### config.mk
export PLATFORM = sky130hd
export DESIGN_NAME = pst_controller
export DESIGN_NICKNAME = d
export VERILOG_FILES = /design/src/design/pst_pkg.sv /design/src/design/pst_controller.sv
export SDC_FILE = /design/constraint.sdc
export NUM_CORES = 1
export LEC_CHECK = 0
export BUFFER_PORTS_ARGS = -buffer_cell sky130_fd_sc_hd__buf_2
export CAP_MARGIN = 25
export CORE_AREA = 2 2 39 41
export DETAILED_ROUTE_END_ITERATION = 8
export DIE_AREA = 0 0 41 43
export GPL_TIMING_DRIVEN = 1
export PLACE_DENSITY = 0.49
export SYNTH_ARGS = -nofsm -noshare
export SYNTH_HDL_FRONTEND = slang
export SYNTH_SLANG_ARGS = --single-unit
### constraint.sdc
create_clock -name clk -period 1.4 [get_ports clk]
set_input_delay 0.21 -clock clk [delete_from_list [all_inputs] [get_ports clk]]
set_output_delay 0.21 -clock clk [all_outputs]
set_load 0.01 [all_outputs]
### src/design/pst_pkg.sv
`default_nettype none

package pst_pkg;

  // Fixed widths of the configuration registers and the result fields.
  localparam int ACTIVE_WIDTH    = 3;
  localparam int SHARE_WIDTH     = 16;
  localparam int SHARE_COUNT     = 4;
  localparam int TIME_WIDTH      = 32;
  localparam int USED_WIDTH      = 32;
  localparam int PROC_WIDTH      = 2;
  localparam int CFG_INDEX_WIDTH = 3;
  localparam int CFG_DATA_WIDTH  = 16;

  localparam logic [ACTIVE_WIDTH-1:0] ACTIVE_RESET = 3'd4;
  localparam logic [SHARE_WIDTH-1:0]  SHARE_RESET  = 16'd1;

  // Configuration register indexes.
  localparam logic [CFG_INDEX_WIDTH-1:0] REG_ACTIVE_COUNT = 3'd0;
  localparam logic [CFG_INDEX_WIDTH-1:0] REG_SHARE_ZERO   = 3'd1;
  localparam logic [CFG_INDEX_WIDTH-1:0] REG_SHARE_ONE    = 3'd2;
  localparam logic [CFG_INDEX_WIDTH-1:0] REG_SHARE_TWO    = 3'd3;
  localparam logic [CFG_INDEX_WIDTH-1:0] REG_SHARE_THREE  = 3'd4;

  // Record kinds.
  localparam logic REC_GRANT    = 1'b0;
  localparam logic REC_INTERVAL = 1'b1;

  typedef struct packed {
    logic final_tick;
  } pst_tick_t;

  typedef struct packed {
    logic                  record_kind;
    logic [PROC_WIDTH-1:0] process_index;
    logic [USED_WIDTH-1:0] used_ticks;
    logic [TIME_WIDTH-1:0] begin_time;
    logic [TIME_WIDTH-1:0] end_time;
    logic                  last_of_run;
  } pst_rec_t;

  // Commands from the controller to the datapath.
  typedef struct packed {
    logic start;
    logic mul_lhs;
    logic mul_rhs;
    logic compare;
    logic update;
    logic load_grant;
    logic load_switch;
    logic load_final;
    logic finish;
  } pst_cmd_t;

  // Status from the datapath to the controller.
  typedef struct packed {
    logic multi;
    logic last_cand;
    logic switch_needed;
    logic final_flag;
    logic out_free;
  } pst_status_t;

endpackage

`default_nettype wire

### src/design/pst_controller.sv
`default_nettype none

module pst_controller (
  input  wire logic                 clk,
  input  wire logic                 rst,
  input  wire logic                 in_valid,
  output logic                      in_ready,
  input  wire pst_pkg::pst_status_t status,
  output pst_pkg::pst_cmd_t         cmd
);
  import pst_pkg::*;

  typedef enum logic [2:0] {
    IDLE,
    MUL_L,
    MUL_R,
    CMP,
    UPDATE,
    GRANT,
    SWITCH,
    FINAL
  } state_t;

  state_t state;
  state_t state_next;

  always_comb begin
    cmd        = '0;
    in_ready   = 1'b0;
    state_next = state;
    unique case (state)
      IDLE: begin
        in_ready = 1'b1;
        if (in_valid) begin
          cmd.start  = 1'b1;
          state_next = status.multi ? MUL_L : UPDATE;
        end
      end
      MUL_L: begin
        cmd.mul_lhs = 1'b1;
        state_next  = MUL_R;
      end
      MUL_R: begin
        cmd.mul_rhs = 1'b1;
        state_next  = CMP;
      end
      CMP: begin
        cmd.compare = 1'b1;
        state_next  = status.last_cand ? UPDATE : MUL_L;
      end
      UPDATE: begin
        cmd.update = 1'b1;
        state_next = GRANT;
      end
      GRANT: begin
        if (status.out_free) begin
          cmd.load_grant = 1'b1;
          if (status.switch_needed) begin
            state_next = SWITCH;
          end else if (status.final_flag) begin
            state_next = FINAL;
          end else begin
            cmd.finish = 1'b1;
            state_next = IDLE;
          end
        end
      end
      SWITCH: begin
        if (status.out_free) begin
          cmd.load_switch = 1'b1;
          if (status.final_flag) begin
            state_next = FINAL;
          end else begin
            cmd.finish = 1'b1;
            state_next = IDLE;
          end
        end
      end
      FINAL: begin
        if (status.out_free) begin
          cmd.load_final = 1'b1;
          cmd.finish     = 1'b1;
          state_next     = IDLE;
        end
      end
      default: begin
        state_next = IDLE;
      end
    endcase
  end

  always_ff @(posedge clk) begin
    if (rst) begin
      state <= IDLE;
    end else begin
      state <= state_next;
    end
  end

  a_loads_exclusive: assert property (@(posedge clk) disable iff (rst)
    $onehot0({cmd.start, cmd.mul_lhs, cmd.mul_rhs, cmd.compare, cmd.update,
              cmd.load_grant || cmd.load_switch || cmd.load_final}))
    else $error("more than one datapath step commanded at once");

  a_load_needs_room: assert property (@(posedge clk) disable iff (rst)
    (cmd.load_grant || cmd.load_switch || cmd.load_final) |-> status.out_free)
    else $error("record loaded while the output register is full");

  a_finish_with_load: assert property (@(posedge clk) disable iff (rst)
    cmd.finish |-> (cmd.load_grant || cmd.load_switch || cmd.load_final))
    else $error("tick finished without delivering its last record");

endmodule

`default_nettype wire

======== After elaboration in Yosys (flattened, before gate mapping) ========
Cells that the tools add are included.
storage, ports and cells
  register bits ........................... 3
  input bits .............................. 8
  output and inout port bits .............. 10
operators by class
  eq/ne operators ......................... 11
  mux-type cells .......................... 26
  reductions and logical operators ........ 2
operators by type and width
  cell                                                              number
  3-bit 2-to-1 mux                                                  8
  3-bit one-hot mux with 8 select lines                             1
  1-bit 2-to-1 mux                                                  15
  3-bit == test (second input constant)                             4
  2-bit != test (second input constant)                             4
  3-bit by 2-bit == test with 1-bit output (second input constant)  2
  4-bit AND reduction                                               1
  3-bit by 1-bit == test with 1-bit output (second input constant)  1
  3-bit logical NOT                                                 1
  1-bit one-hot mux with 3 select lines                             1
  2-bit 2-to-1 mux                                                  1

======== Longest topological paths before layout ========
  depth in word-level cells ............... 4
  gate-level depth with buffers ........... 5
  depth with buffers taken out ............ 4

======== Least setup slack after synthesis ========
OpenSTA, ideal clock, no wires.
  path type ............................... register -> output
  start point ............................. register state[1]
  end point ............................... output cmd[8] (netlist bit)
  arrival time ............................ 1.117 ns
  slack ................................... 0.073 ns
  stages on the path, launching flop included .. 4
  cell sequence ........................... dfxtp_1 -> buf_2 -> nor3_1 -> and2_1
RTL lines
  element                 line                  RTL
  start, declared         pst_controller.sv:24  state_t state;
  start signal, assigned  pst_controller.sv:96  state <= state_next;
  end, declared           pst_controller.sv:9   output pst_pkg::pst_cmd_t cmd

==> flow_summary.ini <==
[run_status]
run_status = finished clean

[power_and_ir_drop]
pwr-share-seq = 0.203
power.density_nw_per_um2 = 1950
combPwrFrac = 0.644
p_sw_frac = 0.427
internal_power_uw = 569
power_switching_uw = 425
clkPwrFrac = 0.153
leakage_nw = 0.233
peakVddDrop_v = 0.000639

[synth]
yosys-top-cells-area = dfxtp_1, nor2_1, nand2b_1, o21a_1, o21ai_0
ys_ff_latch = 3
synth_fp_nets = 54
seq_area_frac_synth = 0.201
synth_top_area_share = 0.201
ys_warn_count = 0
synth_edf_count = 0
syn_area_sq_um = 299
async_flop_share = 0
synthCells = 46
synth_ff_type = dfxtp_1
synth_top_area_cell = dfxtp_1
synth_cell_types = 22
syn_area_per_cell_sq_um = 6.50

[min_path]
holdPathStages = 2
hp-start = rst
hold_path_end = state[0]$_SDFFE_PP0P_
holdCritPathClass = input pin to flop

[detailed_routing]
via_per_inst = 4.85
wl_per_cell_um = 11.1
drcViolationCount = 0
drtIter0Drc = 10
ant_nets = 0
drt-total-wl_um = 965
first_pass_iters = 4
vias = 422

[timing]
drv_slew = 0
post-route-min-period_ns = 1.39
max_freq_mhz = 719
setup_violations = 0
whs_ns = 0.175
setup_ws_ns = 0.00877
rsz0062_at_grt = true
finalClockSkew_ns = 0.00565
hold_viol = 0
slew_headroom = 0.828
tightest_slew_ns = 0.259
fin_crit_sh = 0.994

[setup_path]
crit_slowest_cell = dfxtp_4
startpoint_type = flop
path_cells = buf_6, buf_6, o21a_1, nor2_1, nor2_1, buf_2
crit_fanout = 5
worst_path_largest_cell_delay_ns = 0.35
arrival_ns = 1.18
r2r_cells = 3
critPathKind = flop to primary output
critPathCaptureType = primary output
reg2reg_to = state[0]$_SDFFE_PP0P_
cp_data_required_time_ns = 1.19
r2r-start = state[0]$_SDFFE_PP0P_
ff2ff_setup_slack_ns = 0.09

[floorplanning]
rows = 14
dieArea_sq_um = 1760
ios = 18
initial_utilization = 0.216
die_h_um = 43
fp.coreArea_sq_um = 1380
die_w_um = 41

[global_route]
gr-total-overflow = 0
grt_use_total = 0.125
grt_max_degree = 13
grt_pass1_vias = 349
grt_pass1_wl_um = 1410
antenna_found_initial = 0

[cts]
cts_made_buffers = 3
root_buffer = clkbuf_4
cts.sinks = 3
ctsHoldBuffers = 0
clockBufferDepth = 2
cts_max_level = 1
clock_latency_ns = 0.23
tritoncts = done
cts.clk_slew.worst_paths_ns = 0.04

[placement]
dp_hpwl_um = 681
portBuffers = 17
post_dp_cell_area_sq_um = 428
dp_cells = 81
place_congestion = 0.775
pre_cts_ws_ns = 0.0762

[finish]
post-route-util = 0.368
nets = 80
stdcell_area_sq_um = 509
antenna_cells = 0
final_cell_mix = buf_2, nor2_1, buf_4
top_register = state
drive_gt1_frac = 0.479
mostFrequentLayoutCell = buf_2
area_delta_synth_final_pct = 70.3
top_regs = state: 3 flops
largest_reg_flops = 3
finalNonFillerCells = 87

[flow_run]
maxCapViolCount = 0
[per-layer routing]
| metal | global-route usage | vias to the layer above | wire length (um) |
|---|---|---|---|
| li1 | - | 217 | - |
| met1 | 0.147 | 188 | 419 |
| met2 | 0.163 | 15 | 466 |
| met3 | 0.0471 | 2 | 59 |
| met4 | 0.120 | 0 | 20 |
| met5 | 0 | - | 0 |
[logic make-up after synthesis]
group / after synthesis / synth area share
flip-flops: 3 / 0.201
AND/OR/NAND/NOR: 24 / 0.406
AO/OA/AOI/OAI: 15 / 0.335
buffers and inverters: 4 / 0.0586
[cells in the mapped netlist, drive strengths merged (2+ instances only)]
master / n
dfxtp: 3
nand2: 3
o21ai: 3
a21oi: 2
o21a: 3
and2: 2
nor3b: 2
buf: 2
nand2b: 4
a31oi: 2
nor2: 9
[through the flow]
| stage | setup TNS [ns] | power, mW |
|---|---|---|
| 2_1_floorplan | 0 | 0.512 |
| 3_3_place_gp | 0 | 0.729 |
| 3_5_place_dp | 0 | 0.716 |
| 4_1_cts | 0 | 0.959 |
| 5_1_grt | -0.0969 | 1.09 |
| 6_report | 0 | 0.993 |
[power groups by stage]
stage | clock network, mW | logic (mW) | registers [mW]
2_1_floorplan | 0 | 0.360 | 0.152
3_3_place_gp | 0 | 0.554 | 0.174
3_5_place_dp | 0 | 0.542 | 0.174
4_1_cts | 0.160 | 0.605 | 0.193
5_1_grt | 0.164 | 0.714 | 0.209
6_report | 0.152 | 0.639 | 0.202
[critical path, delay by kind of cell (launching register included)]
kind | cells | cell delay (ns)
compound gates | 1 | 0.09
buf+inv | 3 | 0.37
flops | 1 | 0.35
simple gates | 2 | 0.14
[worst max path at each step]
| stage | from | slack, ns | to | cells after the start |
|---|---|---|---|---|
| detailed placement | state[1]$_SDFFE_PP0P_ | 0.08 | state[0]$_SDFFE_PP0P_ | 3 |
| CTS | state[0]$_SDFFE_PP0P_ | 0.001 | cmd[0] | 6 |
| global route | state[0]$_SDFFE_PP0P_ | -0.04 | cmd[0] | 6 |
| floorplan | state[1]$_SDFFE_PP0P_ | 0.07 | cmd[8] | 3 |
| global placement | state[1]$_SDFFE_PP0P_ | 0.07 | state[0]$_SDFFE_PP0P_ | 3 |
| finish | state[0]$_SDFFE_PP0P_ | 0.009 | cmd[0] | 6 |
[area by class of cell]
cell class              instances  area, sq um
fillers                       158          875
well taps                      16         20.0
multi-input cells              39          246
repair buffers                 24          145
inverters                       1         3.75
clock buffers                   4         26.3
flip-flops and latches          3         67.6
[timing repair]
item	4_1_cts	5_1_grt
endpoints found under the setup margin	8	7
buffers inserted	1	1
resized for setup	8	3
pin swaps	0	1
No activity file was read; power rests on OpenSTA's default activity.
