`src/design/pst_pkg.sv`:
```
`default_nettype none

package pst_pkg;

  // Fixed widths of the configuration registers and the result fields.
  localparam int ACTIVE_WIDTH    = 3;
  localparam int SHARE_WIDTH     = 16;
  localparam int SHARE_COUNT     = 4;
  localparam int TIME_WIDTH      = 32;
  localparam int USED_WIDTH      = 32;
  localparam int PROC_WIDTH      = 2;
  localparam int CFG_INDEX_WIDTH = 3;
  localparam int CFG_DATA_WIDTH  = 16;

  localparam logic [ACTIVE_WIDTH-1:0] ACTIVE_RESET = 3'd4;
  localparam logic [SHARE_WIDTH-1:0]  SHARE_RESET  = 16'd1;

  // Configuration register indexes.
  localparam logic [CFG_INDEX_WIDTH-1:0] REG_ACTIVE_COUNT = 3'd0;
  localparam logic [CFG_INDEX_WIDTH-1:0] REG_SHARE_ZERO   = 3'd1;
  localparam logic [CFG_INDEX_WIDTH-1:0] REG_SHARE_ONE    = 3'd2;
  localparam logic [CFG_INDEX_WIDTH-1:0] REG_SHARE_TWO    = 3'd3;
  localparam logic [CFG_INDEX_WIDTH-1:0] REG_SHARE_THREE  = 3'd4;

  // Record kinds.
  localparam logic REC_GRANT    = 1'b0;
  localparam logic REC_INTERVAL = 1'b1;

  typedef struct packed {
    logic final_tick;
  } pst_tick_t;

  typedef struct packed {
    logic                  record_kind;
    logic [PROC_WIDTH-1:0] process_index;
    logic [USED_WIDTH-1:0] used_ticks;
    logic [TIME_WIDTH-1:0] begin_time;
    logic [TIME_WIDTH-1:0] end_time;
    logic                  last_of_run;
  } pst_rec_t;

  // Commands from the controller to the datapath.
  typedef struct packed {
    logic start;
    logic mul_lhs;
    logic mul_rhs;
    logic compare;
    logic update;
    logic load_grant;
    logic load_switch;
    logic load_final;
    logic finish;
  } pst_cmd_t;

  // Status from the datapath to the controller.
  typedef struct packed {
    logic multi;
    logic last_cand;
    logic switch_needed;
    logic final_flag;
    logic out_free;
  } pst_status_t;

endpackage

`default_nettype wire

```
`src/design/pst_datapath.sv`:
```
`default_nettype none

module pst_datapath #(
  parameter int MAX_PROCESSES = 4,
  parameter int COUNT_WIDTH   = 32
) (
  input  wire logic                                 clk,
  input  wire logic                                 rst,
  input  wire logic                                 cfg_we,
  input  wire logic [pst_pkg::CFG_INDEX_WIDTH-1:0]  cfg_index,
  input  wire logic [pst_pkg::CFG_DATA_WIDTH-1:0]   cfg_data,
  input  wire logic                                 final_tick,
  input  wire pst_pkg::pst_cmd_t                    cmd,
  output pst_pkg::pst_status_t                      status,
  output logic                                      rec_valid,
  input  wire logic                                 rec_ready,
  output pst_pkg::pst_rec_t                         rec_data
);
  import pst_pkg::*;

  localparam int IW = $clog2(MAX_PROCESSES);
  localparam int NW = $clog2(MAX_PROCESSES + 1);
  localparam int AW = (NW > ACTIVE_WIDTH) ? NW : ACTIVE_WIDTH;
  localparam int PW = COUNT_WIDTH + SHARE_WIDTH;

  // Configuration registers. A zero share is stored as one.
  logic [ACTIVE_WIDTH-1:0] active_count;
  logic [SHARE_WIDTH-1:0]  shares [SHARE_COUNT];
  logic [SHARE_WIDTH-1:0]  cfg_share;

  // Scheduler state.
  logic [COUNT_WIDTH-1:0] used_counts [MAX_PROCESSES];
  logic [TIME_WIDTH-1:0]  tick_number;
  logic                   interval_open;
  logic [IW-1:0]          running_process;
  logic [TIME_WIDTH-1:0]  interval_start;

  // Working registers of the search.
  logic [IW-1:0]          best;
  logic [COUNT_WIDTH-1:0] best_used;
  logic [SHARE_WIDTH-1:0] best_share;
  logic [IW-1:0]          idx;
  logic [PW-1:0]          prod_lhs;
  logic [PW-1:0]          prod_rhs;
  logic                   final_flag;

  logic [AW-1:0]          active_w;
  logic [AW-1:0]          n_w;
  logic [NW-1:0]          n_eff;
  logic [SHARE_WIDTH-1:0] share_idx;
  logic [COUNT_WIDTH-1:0] used_idx;
  logic [COUNT_WIDTH-1:0] mul_a;
  logic [SHARE_WIDTH-1:0] mul_b;
  logic [PW-1:0]          product;
  logic [COUNT_WIDTH-1:0] used_inc;
  logic [TIME_WIDTH-1:0]  tick_plus;
  logic                   any_load;

  assign cfg_share = (cfg_data == '0) ? SHARE_RESET : cfg_data;

  always_ff @(posedge clk) begin
    if (rst) begin
      active_count <= ACTIVE_RESET;
      for (int k = 0; k < SHARE_COUNT; k++) begin
        shares[k] <= SHARE_RESET;
      end
    end else if (cfg_we) begin
      unique case (cfg_index)
        REG_ACTIVE_COUNT: active_count <= cfg_data[ACTIVE_WIDTH-1:0];
        REG_SHARE_ZERO:   shares[0] <= cfg_share;
        REG_SHARE_ONE:    shares[1] <= cfg_share;
        REG_SHARE_TWO:    shares[2] <= cfg_share;
        REG_SHARE_THREE:  shares[3] <= cfg_share;
        default: begin
        end
      endcase
    end
  end

  // Effective number of processes: zero counts as one, excess is clipped.
  assign active_w = AW'(active_count);

  always_comb begin
    if (active_count == '0) begin
      n_w = AW'(1);
    end else if (active_w > AW'(MAX_PROCESSES)) begin
      n_w = AW'(MAX_PROCESSES);
    end else begin
      n_w = active_w;
    end
    n_eff = NW'(n_w);
  end

  // Share of the candidate; processes without a share register hold one share.
  always_comb begin
    share_idx = SHARE_RESET;
    for (int k = 0; k < SHARE_COUNT; k++) begin
      if (int'(idx) == k) begin
        share_idx = shares[k];
      end
    end
  end

  assign used_idx = used_counts[idx];

  // The one multiplier: candidate count times best share, then best count
  // times candidate share.
  assign mul_a   = cmd.mul_rhs ? best_used : used_idx;
  assign mul_b   = cmd.mul_rhs ? share_idx : best_share;
  assign product = PW'(mul_a) * PW'(mul_b);

  assign used_inc  = (best_used == '1) ? best_used : best_used + COUNT_WIDTH'(1);
  assign tick_plus = tick_number + TIME_WIDTH'(1);
  assign any_load  = cmd.load_grant || cmd.load_switch || cmd.load_final;

  always_ff @(posedge clk) begin
    if (rst) begin
      for (int k = 0; k < MAX_PROCESSES; k++) begin
        used_counts[k] <= '0;
      end
      tick_number     <= '0;
      interval_open   <= 1'b0;
      running_process <= '0;
      interval_start  <= '0;
      rec_valid       <= 1'b0;
    end else begin
      if (cmd.update) begin
        used_counts[best] <= used_inc;
      end
      if (cmd.load_grant && !interval_open) begin
        interval_open   <= 1'b1;
        running_process <= best;
        interval_start  <= tick_number;
      end
      if (cmd.load_switch) begin
        running_process <= best;
        interval_start  <= tick_number;
      end
      if (cmd.load_final) begin
        interval_open <= 1'b0;
      end
      if (cmd.finish) begin
        tick_number <= tick_plus;
      end
      if (any_load) begin
        rec_valid <= 1'b1;
      end else if (rec_ready) begin
        rec_valid <= 1'b0;
      end
    end
  end

  always_ff @(posedge clk) begin
    if (cmd.start) begin
      best       <= '0;
      best_used  <= used_counts[0];
      best_share <= shares[0];
      idx        <= IW'(1);
      final_flag <= final_tick;
    end
    if (cmd.mul_lhs) begin
      prod_lhs <= product;
    end
    if (cmd.mul_rhs) begin
      prod_rhs <= product;
    end
    if (cmd.compare) begin
      if (prod_lhs < prod_rhs) begin
        best       <= idx;
        best_used  <= used_idx;
        best_share <= share_idx;
      end
      idx <= idx + IW'(1);
    end
    if (cmd.update) begin
      best_used <= used_inc;
    end
    if (cmd.load_grant) begin
      rec_data.record_kind   <= REC_GRANT;
      rec_data.process_index <= PROC_WIDTH'(best);
      rec_data.used_ticks    <= USED_WIDTH'(best_used);
      rec_data.begin_time    <= tick_number;
      rec_data.end_time      <= tick_plus;
      rec_data.last_of_run   <= 1'b0;
    end
    if (cmd.load_switch) begin
      rec_data.record_kind   <= REC_INTERVAL;
      rec_data.process_index <= PROC_WIDTH'(running_process);
      rec_data.used_ticks    <= '0;
      rec_data.begin_time    <= interval_start;
      rec_data.end_time      <= tick_number;
      rec_data.last_of_run   <= 1'b0;
    end
    if (cmd.load_final) begin
      rec_data.record_kind   <= REC_INTERVAL;
      rec_data.process_index <= PROC_WIDTH'(running_process);
      rec_data.used_ticks    <= '0;
      rec_data.begin_time    <= interval_start;
      rec_data.end_time      <= tick_plus;
      rec_data.last_of_run   <= 1'b1;
    end
  end

  assign status.multi         = (n_eff != NW'(1));
  assign status.last_cand     = ((NW'(idx) + NW'(1)) == n_eff);
  assign status.switch_needed = interval_open && (running_process != best);
  assign status.final_flag    = final_flag;
  assign status.out_free      = !rec_valid || rec_ready;

  a_switch_adopts_best: assert property (@(posedge clk) disable iff (rst)
    cmd.load_switch |=> (running_process == best))
    else $error("interval switch did not adopt the granted process");

  a_final_closes: assert property (@(posedge clk) disable iff (rst)
    cmd.load_final |=> !interval_open)
    else $error("final record left the interval open");

  a_update_nonzero: assert property (@(posedge clk) disable iff (rst)
    cmd.update |=> (best_used != '0))
    else $error("granted process has a zero used count after update");

endmodule

`default_nettype wire

```
`config.mk`:
```
export PLATFORM = sky130hd
export DESIGN_NAME = pst_datapath
export DESIGN_NICKNAME = d
export VERILOG_FILES = /design/src/design/pst_pkg.sv /design/src/design/pst_datapath.sv
export SDC_FILE = /design/constraint.sdc
export NUM_CORES = 2
export LEC_CHECK = 0
export ABC_AREA = 0
export BUFFER_PORTS_ARGS = -buffer_cell sky130_fd_sc_hd__buf_2
export CORE_ASPECT_RATIO = 2
export CORE_MARGIN = 5
export CORE_UTILIZATION = 58
export CTS_BUF_LIST = sky130_fd_sc_hd__clkbuf_16
export DETAILED_ROUTE_END_ITERATION = 12
export GPL_TIMING_DRIVEN = 0
export PLACE_DENSITY = 0.78
export SLEW_MARGIN = 25
export SYNTH_ARGS = -nofsm -noshare
export SYNTH_HDL_FRONTEND = slang
export SYNTH_SLANG_ARGS = --single-unit
```
`constraint.sdc`:
```
create_clock -name clk -period 9.2 [get_ports clk]
set_clock_uncertainty 0.2 [all_clocks]
set_input_delay 1.84 -clock clk [delete_from_list [all_inputs] [get_ports clk]]
set_output_delay 1.84 -clock clk [all_outputs]
set_load 0.005 [all_outputs]
```
== After elaboration in Yosys (flattened, before gate mapping) ==
Memory sizes are Yosys's and may differ from the RTL's. A register that Yosys moved wholly into a read port is not among the register bits.
Cells that the tools add are included.
Widths: inputs -> output; s select.

* Add/sub/neg operators: 4
* Multipliers: 1
* $lt $le $gt $ge: 2
* Equality and inequality tests: 11
* Multiplexer cells: 60
* Bitwise logic cells: 4
* Reductions and logical operators: 20

{| class="wikitable"
|+ Operators with widths
! kind !! count
|-
| $mux 99 || 3
|-
| $mux 32 || 9
|-
| $mux 16 || 13
|-
| $add 32x1->32 const B || 2
|-
| $lt 48x48->1 || 1
|-
| $mul 32x16->48 || 1
|-
| $eq 32x32->1 const B || 1
|-
| $reduce_or 32->1 || 1
|-
| $mux 1 || 24
|-
| $mux 2 || 9
|-
| $logic_not 16->1 || 1
|-
| $reduce_bool 2->1 || 4
|-
| $eq 3x2->1 const B || 2
|-
| $logic_not 3->1 || 2
|-
| $mux 3 || 2
|-
| $eq 2x2->1 const B || 2
|-
| $or 1x1->1 || 4
|-
| $reduce_or 2->1 || 2
|-
| $add 2x1->3 const B || 1
|-
| $eq 3x1->1 const B || 1
|-
| $eq 3x3->1 || 1
|-
| $eq 3x3->1 const B || 1
|-
| $gt 3x3->1 const B || 1
|-
| $logic_or 1x1->1 || 3
|-
| 9 further kinds || 11
|}

* Bits in registers: 320
* Memory bits (writable): 192
* Input port bits: 33
* Output and inout port bits: 106
* Logic and storage cells: 123
* Memories kept: 2

{| class="wikitable"
|+ Memory list
! name !! words !! bits a word !! read ports !! clocked after memory_dff !! wr ports !! RTL line !! source
|-
| used_counts || 4 || 32 || 2 || 1 || 4 || pst_datapath.sv:32 || <nowiki>logic [COUNT_WIDTH-1:0] used_counts [MAX_PROCESSES];</nowiki>
|-
| shares || 4 || 16 || 4 || 0 || 4 || pst_datapath.sv:28 || <nowiki>logic [SHARE_WIDTH-1:0] shares [SHARE_COUNT];</nowiki>
|}

== Depth between registers and ports, before layout ==
* Word-level depth: 7
* Depth in mapped cells: 35
* Mapped depth without buffers: 30

== Worst setup path before layout ==
Ideal clock, no wire load.

* Path type: input port to flip-flop
* Start: input port cmd[6] in the netlist's numbering
* End: register prod_lhs[46], data pin
* Library setup time: 0.271 ns
* Arrival time: 8.577 ns
* Data required time: 8.729 ns
* Path slack: 0.153 ns
* Stages: 25
* Buffers on the path: 4
* Path through: clkbuf_1 -> buf_1 -> buf_1 -> mux2i_1 -> nor2_1 -> fa_1 -> inv_1 -> fa_1 -> fa_1 -> inv_1 -> fa_1 -> fa_1 -> inv_1 -> fa_1 -> inv_1 -> ha_1 -> clkbuf_1 -> a21o_1 -> a21o_1 -> o21bai_1 -> or3_1 -> o21a_1 -> a211oi_2 -> nor3_1 -> or3b_1

* Cells in the longest elaborated chain, start to end: 2
* Elaborated cells on any way between the ends: 3
* Those cells by class: mul: 1; mux: 2

{| class="wikitable"
|+ RTL lines
! what !! RTL line !! source
|-
| from (decl) || pst_datapath.sv:13 || <nowiki>input wire pst_pkg::pst_cmd_t cmd,</nowiki>
|-
| $mux 32 or $mux 16 (tied branches) || pst_datapath.sv:108, pst_datapath.sv:109 ||
|-
| $mul 32x16->48 * || pst_datapath.sv:110 || <nowiki>assign product = PW'(mul_a) * PW'(mul_b);</nowiki>
|-
| net product[46] || pst_datapath.sv:54 || <nowiki>logic [PW-1:0] product;</nowiki>
|-
| to (signal assigned) || pst_datapath.sv:162 || <nowiki>prod_lhs <= product;</nowiki>
|-
| to (decl) || pst_datapath.sv:43 || <nowiki>logic [PW-1:0] prod_lhs;</nowiki>
|}

The timed path passes the listed nets; every way through them passes the cells marked *.
A chain may end at the register's enable or synchronous reset.

== Worst setup path in the final report ==
* Start: input port cmd[6] in the netlist's numbering
* End: register prod_lhs[47], data pin

Same word-level chain as after synthesis.

==> flow_metrics.env <==
export IMPL_status="completed"
export IMPL_synthArstFlopShare_pct=0
export IMPL_area_delta_synth_final_pct=11.4
export IMPL_die_w_um=195
export IMPL_start_kind="input pin"
export IMPL_synthCells=4034
export IMPL_hpwl_um=108000
export IMPL_clock_fmax_mhz=110
export IMPL_syn_num_nets=4658
export IMPL_avgSynthCellArea_sq_um=9.85
export IMPL_drt_iter0_markers=2305
export IMPL_routed_wl_um=138000
export IMPL_clkLatencyLatePin_ps=610
export IMPL_drive_above_1_share_pct=12.1
export IMPL_route_vias_total=31500
export IMPL_cts_path_max_buffers=3
export IMPL_dieArea_sq_um=74200
export IMPL_root_buffer="clkbuf_16"
export IMPL_rows=135
export IMPL_mostFrequentLayoutCell="nand2_1"
export IMPL_hp_class="flop to flop"
export IMPL_fill_cells=5507
export IMPL_clock_sinks=514
export IMPL_layout_nets=4873
export IMPL_grt_pass1_vias=33500
export IMPL_dieHeight_um=380
export IMPL_worstSetupStartpoint="cmd[6]"
export IMPL_pin_count=139
export IMPL_holdWs_ps=258
export IMPL_drc=0
export IMPL_ant_nets=0
export IMPL_grt_use_total_pct=36.9
export IMPL_viasPerCell=6.08
export IMPL_first_pass_iters=6
export IMPL_maxSlewHeadroom_pct=27.6
export IMPL_grt_max_degree=65
export IMPL_yosysWarnings=0
export IMPL_cp_arrival_ps=9270
export IMPL_layout_setup_ws_ps=114
export IMPL_cp_required_ps=9380
export IMPL_ys_seq_elements=514
export IMPL_overflow=0
export IMPL_final_min_clock_period_ps=9090
export IMPL_place_ws_ps=-2900
export IMPL_r2r_start="idx[0]"
export IMPL_core_sq_um=67900
export IMPL_final_cell_mix="nand2_1, inv_1, nor2_1"
export IMPL_worst_pin_slew_ps=1090
export IMPL_grt_pass1_wl_um=203000
export IMPL_ctsHoldBuffers=0
export IMPL_synth_cell_types=76
export IMPL_antenna_found_initial=10
export IMPL_ys_seq_area_share_pct=34.9
export IMPL_port_buffers=136
export IMPL_tritoncts="done"
export IMPL_final_hold_violation_count=0
export IMPL_slew_viol_final=0
export IMPL_maxCapViolCount=0
export IMPL_synth_edf_count=357
export IMPL_htree_levels=2
export IMPL_period_share_pct=98.8
export IMPL_critPathCaptureType="flop"
export IMPL_netlist_area_sq_um=39700
export IMPL_synth_ff_type="edfxtp_1"
export IMPL_critPathKind="input pin to flop"
export IMPL_setup_violations=0
export IMPL_clkSlewWorstSetupHoldPaths_ps=70
export IMPL_holdCritStartpoint="interval_start[8]"
export IMPL_numCtsBuffers=44
export IMPL_start_util_pct=58.5
export IMPL_routedWlPerCell_um=26.6
export IMPL_final_cell_area_sq_um=44300
export IMPL_place_congestion=1.10
export IMPL_crit_fanout=51
export IMPL_post_dp_cell_area_sq_um=41900
==> cell families after synthesis <==
| kind of cell | Yosys count | share of synthesized area (%) |
|---|---|---|
| compound gates | 495 | 7.56 |
| xor+xnor | 100 | 2.32 |
| fa+ha+maj | 591 | 26.5 |
| buf+inv | 729 | 7.00 |
| flops | 514 | 34.9 |
| mux | 193 | 6.07 |
| simple gates | 1412 | 15.7 |
==> registers in the layout, summed over array words and instances (netlist names), 3 cells and up, named ones only <==
name,cells
active_count,3
rec_data,100
best_share,16
shares,64
prod_rhs,48
interval_start,32
tick_number,32
best_used,32
prod_lhs,48
used_counts,128
==> timing repair <==
action | 4_1_cts | 5_1_grt
resized for setup | 146 | 74
pin swaps | 5 | 6
buffers inserted | 18 | 12
endpoints found under the setup margin | 72 | 40
gates cloned | 0 | 0
endpoints found under the hold margin | 0 | 0
==> synthesized netlist by cell type (all sizes together), types with 13 or more instances <==
| cell type | number | area [sq um] |
|---|---|---|
| nor2 | 447 | 1690 |
| nand3b | 18 | 135 |
| nand4 | 37 | 246 |
| o21ai | 115 | 576 |
| and4 | 13 | 114 |
| fa | 418 | 8370 |
| mux2i | 97 | 971 |
| nand3 | 42 | 215 |
| a21oi | 193 | 966 |
| xnor2 | 36 | 323 |
| nand2b | 38 | 238 |
| xor2 | 64 | 598 |
| o31ai | 46 | 345 |
| mux2 | 64 | 721 |
| dfxtp | 157 | 3140 |
| mux4 | 32 | 721 |
| and2 | 84 | 526 |
| nor2b | 18 | 113 |
| and3 | 22 | 138 |
| buf | 49 | 230 |
| nor3 | 71 | 355 |
| ha | 173 | 2160 |
| edfxtp | 357 | 10700 |
| clkbuf | 171 | 642 |
| nand2 | 588 | 2210 |
| a21o | 70 | 526 |
| inv | 508 | 1910 |
==> final cells by class <==
| cell class | count | area [sq um] | share of cell area (%) |
|---|---|---|---|
| Clock buffer | 45 | 1130 | 2.54 |
| Antenna cell | 4 | 10.0 | 0.0226 |
| Buffer | 214 | 1050 | 2.36 |
| Sequential cell | 514 | 13900 | 31.3 |
| Tap cell | 890 | 1110 | 2.52 |
| Timing Repair Buffer | 175 | 1210 | 2.73 |
| Clock inverter | 35 | 310 | 0.701 |
| Multi-Input combinational cell | 2791 | 23700 | 53.5 |
| Inverter | 509 | 1910 | 4.32 |
==> final timing paths <==
path                  endpoint  slack [ps]  depth (start not counted)
max reg2reg       prod_lhs[46]         270                         31
min          interval_start[8]         260                          2
min reg2reg  interval_start[8]         260                          2
max               prod_lhs[47]         110                         25
==> critical path, cell delays in order <==
cell and delay (ps):
buf_16 230, buf_8 230, buf_6 230, buf_8 260
mux2i_2 320, buf_4 280, nor2_1 90, fa_1 650
inv_1 90, fa_1 470, fa_1 510, inv_1 50
fa_1 500, fa_1 500, inv_1 50, fa_1 500
inv_1 50, ha_1 380, a21o_1 260, a211oi_1 710
nor3_1 130, a21oi_2 300, o21ba_2 230, a211oi_1 80
a211oi_1 250
==> stage by stage <==
stage / instances / utilization (%) / setup TNS (ps)
6_report: 5177 / 65.2 / 0
5_1_grt: 5174 / 65.2 / -136
4_1_cts: 5164 / 64.7 / 0
3_5_place_dp: 5069 / 61.7 / -154320
3_3_place_gp: 5060 / 61.2 / -227480
2_1_floorplan: 4034 / - / 0
==> metal layers <==
layer	global-route usage [%]	part of all wire (%)	up-vias
li1	-	-	13700
met1	34.6	29	15400
met2	63.8	49	1695
met3	7.42	7.3	764
met4	38.3	14	8
met5	0	0.045	-
Power is left out: the tool's default activity adds up to more than one toggle a clock period on the data nets, which glitch-free logic cannot reach.
